File: src/rtl/core/bfdh_pkg.sv
// Package for the double-hash Bloom filter: sizes, configuration indexes,
// request and response types. No dependencies.
package bfdh_pkg;

  localparam int unsigned MAX_BITS      = 1048576;
  localparam int unsigned MAX_HASHES    = 32;
  localparam int unsigned POS_W         = $clog2(MAX_BITS);
  localparam int unsigned CNT_W         = 21;
  localparam int unsigned K_W           = 6;
  localparam int unsigned HASH_W        = 64;
  localparam int unsigned WORD_W        = 32;
  localparam int unsigned BIT_SEL_W     = $clog2(WORD_W);
  localparam int unsigned MEM_DEPTH     = MAX_BITS / WORD_W;
  localparam int unsigned MEM_ADDR_W    = $clog2(MEM_DEPTH);
  localparam int unsigned MOD_STEP_BITS = 4;
  localparam int unsigned MOD_STEPS     = HASH_W / MOD_STEP_BITS;
  localparam int unsigned MOD_CNT_W     = $clog2(MOD_STEPS);
  localparam int unsigned CFG_IDX_W     = 2;

  localparam logic [CNT_W-1:0]     BIT_COUNT_RESET  = CNT_W'(MAX_BITS);
  localparam logic [K_W-1:0]       HASH_COUNT_RESET = K_W'(10);
  localparam logic [CFG_IDX_W-1:0] CFG_BIT_COUNT    = CFG_IDX_W'(0);
  localparam logic [CFG_IDX_W-1:0] CFG_HASH_COUNT   = CFG_IDX_W'(1);

  typedef struct packed {
    logic              req_type;
    logic [HASH_W-1:0] hash_a;
    logic [HASH_W-1:0] hash_b;
  } req_t;

  typedef struct packed {
    logic             flag;
    logic [CNT_W-1:0] bits_set;
  } rsp_t;

  typedef struct packed {
    logic             done;
    logic [POS_W-1:0] rem;
  } mod_res_t;

endpackage

File: src/rtl/core/bfdh_mod.sv
// Iterative 64-bit by 21-bit remainder unit, four quotient bits per cycle.
// Depends on bfdh_pkg.
module bfdh_mod (
  input  logic                          clk_i,
  input  logic                          rst_ni,
  input  logic                          start_i,
  input  logic [bfdh_pkg::HASH_W-1:0]   dividend_i,
  input  logic [bfdh_pkg::CNT_W-1:0]    divisor_i,
  output bfdh_pkg::mod_res_t            res_o
);
  import bfdh_pkg::*;

  logic                 busy_q, busy_d;
  logic                 done_q, done_d;
  logic [MOD_CNT_W-1:0] step_q, step_d;
  logic [HASH_W-1:0]    div_q, div_d;
  logic [POS_W-1:0]     rem_q, rem_d;
  logic [CNT_W-1:0]     dvs_q, dvs_d;
  logic [CNT_W:0]       part;
  logic [MOD_STEP_BITS-1:0] nib;

  always_comb begin
    busy_d = busy_q;
    done_d = 1'b0;
    step_d = step_q;
    div_d  = div_q;
    rem_d  = rem_q;
    dvs_d  = dvs_q;
    nib    = div_q[HASH_W-1 -: MOD_STEP_BITS];
    part   = {2'b00, rem_q};
    for (int j = 0; j < MOD_STEP_BITS; j++) begin
      part = {part[CNT_W-1:0], nib[MOD_STEP_BITS-1-j]};
      if (part >= {1'b0, dvs_q}) begin
        part = part - {1'b0, dvs_q};
      end
    end
    if (start_i) begin
      busy_d = 1'b1;
      step_d = '0;
      div_d  = dividend_i;
      rem_d  = '0;
      dvs_d  = divisor_i;
    end else if (busy_q) begin
      rem_d  = part[POS_W-1:0];
      div_d  = {div_q[HASH_W-MOD_STEP_BITS-1:0], {MOD_STEP_BITS{1'b0}}};
      step_d = step_q + 1'b1;
      if (step_q == MOD_CNT_W'(MOD_STEPS - 1)) begin
        busy_d = 1'b0;
        done_d = 1'b1;
      end
    end
  end

  always_ff @(posedge clk_i or negedge rst_ni) begin
    if (!rst_ni) begin
      busy_q <= 1'b0;
      done_q <= 1'b0;
      step_q <= '0;
    end else begin
      busy_q <= busy_d;
      done_q <= done_d;
      step_q <= step_d;
    end
  end

  always_ff @(posedge clk_i) begin
    div_q <= div_d;
    rem_q <= rem_d;
    dvs_q <= dvs_d;
  end

  assign res_o.done = done_q;
  assign res_o.rem  = rem_q;

  a_done_after_busy: assert property (@(posedge clk_i) disable iff (!rst_ni)
    done_q |-> $past(busy_q))
    else $error("remainder done without a running division");
  a_rem_below_divisor: assert property (@(posedge clk_i) disable iff (!rst_ni)
    done_q |-> ({1'b0, rem_q} < dvs_q))
    else $error("remainder not below divisor");
  a_no_start_while_busy: assert property (@(posedge clk_i) disable iff (!rst_ni)
    busy_q |-> !start_i)
    else $error("division started while busy");

endmodule

File: config.mk
export PLATFORM = sky130hd
export DESIGN_NAME = bfdh_mod
export DESIGN_NICKNAME = d
export VERILOG_FILES = /design/src/rtl/core/bfdh_pkg.sv /design/src/rtl/core/bfdh_mod.sv
export SDC_FILE = /design/constraint.sdc
export NUM_CORES = 1
export LEC_CHECK = 0
export ABC_AREA = 1
export BUFFER_PORTS_ARGS = -buffer_cell sky130_fd_sc_hd__clkbuf_2
export CORE_AREA = 2 2 177 179
export DETAILED_ROUTE_END_ITERATION = 10
export DIE_AREA = 0 0 179 181
export REMOVE_ABC_BUFFERS = 1
export SLEW_MARGIN = 15
export SYNTH_ARGS = -nofsm -noshare
export SYNTH_HDL_FRONTEND = slang
export SYNTH_SLANG_ARGS = --single-unit
File: constraint.sdc
create_clock -name clk_i -period 19.46 [get_ports clk_i]
set_input_delay 1.946 -clock clk_i [delete_from_list [all_inputs] [get_ports clk_i]]
set_output_delay 1.946 -clock clk_i [all_outputs]
set_load 0.01 [all_outputs]
Word-level counts from Yosys, hierarchy flattened
Index checks and enable logic that the tools add are counted.

word-level totals
  bits in registers = 111
  output and inout bits = 21
  logic and storage cells = 31

cells by class
  add/sub/neg operators = 5
  magnitude comparators = 4
  equal/unequal tests = 1
  mux-type cells = 14
  reductions and logical operators = 1

operators with widths
  operator             count
  $mux 64              2
  $ge 22x21->1         3
  $mux 21              3
  $sub 21x21->21       3
  $ge 21x21->1         1
  $mux 20              1
  $sub 20x20->20       1
  $mux 4               2
  $mux 1               6
  $add 4x1->4 const B  1
  $eq 4x4->1 const B   1
  $reduce_bool 2->1    1

Longest topological paths before layout
  word-level depth = 8
  gate-level depth with buffers = 66
  gate-level depth less buffers = 62

Least setup slack after synthesis
Ideal clock, no wire load.

  path type = flip-flop to flip-flop
  from = register dvs_q[1]
  to = register rem_q[18]
  data arrival time = 7.215 ns
  data required time = 19.347 ns
  setup slack = 12.132 ns
  cell stages (with the launch flop) = 55
  cells stage by stage = edfxtp_1 inv_1 ha_1 nand3_1 nand2_1 nand2_1 nand2_1 nand2_1 nand4_4 clkbuf_1 o21ai_0 inv_1 ha_1 nand2_1 inv_1 a21oi_1 nand2_1 nand2_1 [... 19 more ...] buf_2 nand2_1 nand2_1 inv_1 ha_1 a21oi_1 o21ai_0 a21oi_1 nand3_1 a21oi_1 o21bai_1 a21oi_1 inv_1 nor2_8 buf_8 nand3_2 nand3_1 nand2_1

between the ends
  longest elaborated chain between the ends = 8
  elaborated cells on any way between the ends = 12
  classes of those cells = add/sub (4); order compare (4); mux (4)

RTL lines
  what                                                   RTL line                        text
  start, declared                                        bfdh_mod.sv:18                  logic [CNT_W-1:0] dvs_q, dvs_d;
  start signal, assigned                                 bfdh_mod.sv:69                  dvs_q <= dvs_d;
  $sub 21x21->21 / $ge 21x21->1 (equally long branches)  bfdh_mod.sv:34, bfdh_mod.sv:33
  $mux 21                                                bfdh_mod.sv:33                  if (part >= {1'b0, dvs_q}) begin
  $sub 21x21->21 / $ge 22x21->1 (equally long branches)  bfdh_mod.sv:34, bfdh_mod.sv:33
  $mux 21                                                bfdh_mod.sv:33
  $sub 21x21->21 / $ge 22x21->1 (equally long branches)  bfdh_mod.sv:34, bfdh_mod.sv:33
  $mux 21                                                bfdh_mod.sv:33
  $sub 20x20->20 / $ge 22x21->1 (equally long branches)  bfdh_mod.sv:34, bfdh_mod.sv:33
  $mux 20 *                                              bfdh_mod.sv:33
  end signal, assigned                                   bfdh_mod.sv:68                  rem_q <= rem_d;
  end, declared                                          bfdh_mod.sv:17                  logic [POS_W-1:0] rem_q, rem_d;

Every way passes the cells marked *; elsewhere a longest branch is shown, timed or not.
A chain may end at the register's enable or synchronous reset.

Final worst setup path
  from = register dvs_q[1]
  to = register rem_q[3]

between the ends
  longest elaborated chain between the ends = 8
  elaborated cells on any way between the ends = 12
  classes of those cells = add/sub (4); order compare (4); mux (4)

RTL lines
  what                                                   RTL line
  $sub 21x21->21 / $ge 21x21->1 (equally long branches)  bfdh_mod.sv:34, bfdh_mod.sv:33
  $mux 21                                                bfdh_mod.sv:33
  $sub 21x21->21 / $ge 22x21->1 (equally long branches)  bfdh_mod.sv:34, bfdh_mod.sv:33
  $mux 21                                                bfdh_mod.sv:33
  $sub 21x21->21 / $ge 22x21->1 (equally long branches)  bfdh_mod.sv:34, bfdh_mod.sv:33
  $mux 21                                                bfdh_mod.sv:33
  $ge 22x21->1 / $sub 20x20->20 (equally long branches)  bfdh_mod.sv:33, bfdh_mod.sv:34
  $mux 20 *                                              bfdh_mod.sv:33

Marked as above.

==> results.ini <==
[outcome]
run_status=complete, no violations

[place]
dpl_worst_slack_ns=9.35
io_buffers=108
globalplace.congestion=0.982
dp_hpwl_um=26700
placed_area_um2=11100

[route]
post_drt_wl_per_cell_um=16.8
routed_wl_um=33500
drc=0
drtIter0Drc=708
viasPerCell=5.08
drt-pass1-iter-count=6
vias=10113
ant_nets=0

[timing]
fmax_mhz=97.2
finalHoldViolCount=0
tns_ns=0
drv_slew=0
setup_ws_ns=9.17
worst_pin_slew_ns=1.05
min_period_ns=10.29
finalCritPeriodShare_pct=52.9
slew-limit-headroom_pct=30.0
finalSetupViolCount=0
rsz0062_at_grt=false
worst_clock_skew_ns=0.0141

[die]
start_util_pct=33.9
die_y_um=181
io_pins=109
design.die.area_um2=32400
core_area_um2=30300
die_w_um=179
rows=64

[finish]
final_area_um2=11500
final_nets=1766
drive_above_1_share_pct=10.4
synthToLayoutAreaGrowth_pct=11.5
n_antenna_cell=0

[clock_network]
cts.clk_slew.worst_paths_ns=0.08
cts_buffers=9
clk_path_buf_depth=2
hold_buffers=0
cts_max_level=3
clock_sinks=111
clkLatencyLatePin_ns=0.37
cts_tree=yes
cts_root_buffer=clkbuf_16
post_cts_buffers=0
cts_resized=0

[logic_synthesis]
synth-async-reset-ratio_pct=5.41
synth_ff_type=edfxtp_1
synth-seq-cells=111
yosys_warnings=0
synth_edf_count=85
synth_area_um2=10300
synth_top_area_share_pct=24.8
synth_area_leaders=edfxtp_1 25%, nand2_1 22%, ha_1 10%, inv_1 7.4%, nand3_1 4.3%
ys_seq_area_share_pct=30.2
synth_cell_types=44
post_synth.cell_area_avg_um2=6.82
syn_inst=1507
synth_top_area_cell=edfxtp_1

[global_route]
grt_max_degree=66
grt_pass1_vias=9548
grt_usage_pct=20.8
gr-total-overflow=0
antenna_found_initial=0
grt_pass1_wl_um=52200

[setup_path]
max_stage_delay_ns=0.69
critPathLaunchType=flip-flop
reg2reg_depth=51
endpoint_kind=flip-flop
critPathMostFrequentCell=nand2_1
worstPathMaxFanout=37
worstSetupPathType=reg -> reg
cp_slowest_cell=a21oi_2
crit_arrival_ns=10.60
required_ns=19.77

[job]
maxCapViolCount=0

[min_path]
hold_depth=2
min_path_type=reg -> reg

layout by cell type, fill, tap and decap left out, types with 30 or more instances in the layout:
master and instances:
nand4_1 30, inv_1 203, xnor2_1 39, nand2_1 590, a21oi_1 81, edfxtp_1 85, ha_1 85, clkbuf_2 107
nand3_1 88, o21ai_0 47, nor2_1 63
layout make-up:
class / instances / area [µm²]
well taps: 396 / 495
clock buffers: 9 / 225
clock inverters: 7 / 101
repair buffers: 112 / 573
fillers: 3273 / 18900
flip-flops and latches: 111 / 3100
inverters: 208 / 781
multi-input cells: 1147 / 6180
kinds of logic (layout without fill, tap and decap cells):
logic type / after synthesis / after routing / share of synthesized area [%]
compound gates: 165 / 165 / 8.96
xor+xnor: 63 / 63 / 5.37
fa+ha+maj: 89 / 89 / 11.1
buf+inv: 249 / 336 / 9.65
flops: 111 / 111 / 30.2
simple gates: 830 / 830 / 34.7
critical path: cells and delay by family (launching register included):
family	cells	cell delay, ns
simple gates	31	4.73
compound gates	11	3.00
fa+ha+maj	4	1.26
buf+inv	5	0.76
flops	1	0.43
metrics by stage:
stage | instances | hold WS (ns) | util [%]
3_5_place_dp | 1974 | 0.498 | 36.7
5_1_grt | 1990 | 0.533 | 37.8
3_3_place_gp | 1974 | 0.493 | 36.7
6_report | 1990 | 0.514 | 37.8
4_1_cts | 1990 | 0.521 | 37.8
2_1_floorplan | 1466 | 0.487 | -
worst paths after layout:
| check | startpoint | endpoint | slack [ns] |
|---|---|---|---|
| max reg2reg | dvs_q[1] | rem_q[3] | 9.17 |
| min | div_q[53] | div_q[57] | 0.51 |
| max in group asynchronous | rst_ni | step_q[1] | 17.92 |
| min reg2reg | div_q[53] | div_q[57] | 0.51 |
| min in group asynchronous | rst_ni | done_q | 1.38 |
| max | dvs_q[1] | rem_q[3] | 9.17 |
Yosys cell counts (14+ instances only):
master / count
a21oi_1: 81
buf_2: 16
clkbuf_1: 18
dfxtp_1: 20
edfxtp_1: 85
ha_1: 85
inv_1: 204
nand2_1: 590
nand3_1: 88
nand3_2: 14
nand4_1: 30
nor2_1: 63
nor3_1: 16
o21ai_0: 47
xnor2_1: 39
xor2_1: 24
routing by layer:
metal / global-route usage (%) / routed length, µm / vias up
li1: - / - / 5041
met1: 28.1 / 14800 / 4629
met2: 32.7 / 14900 / 389
met3: 4.61 / 2800 / 54
met4: 6.99 / 1080 / 0
met5: 0 / 0 / -
flip-flops by register name, indices dropped and copies added, names as in the netlist:
signal and flops:
rem_q 20, done_q 1, div_q 64, step_q 4
busy_q 1, dvs_q 21
Power is not shown: default switching activity piles up to over one toggle a cycle in this logic, so the estimate is an artifact.
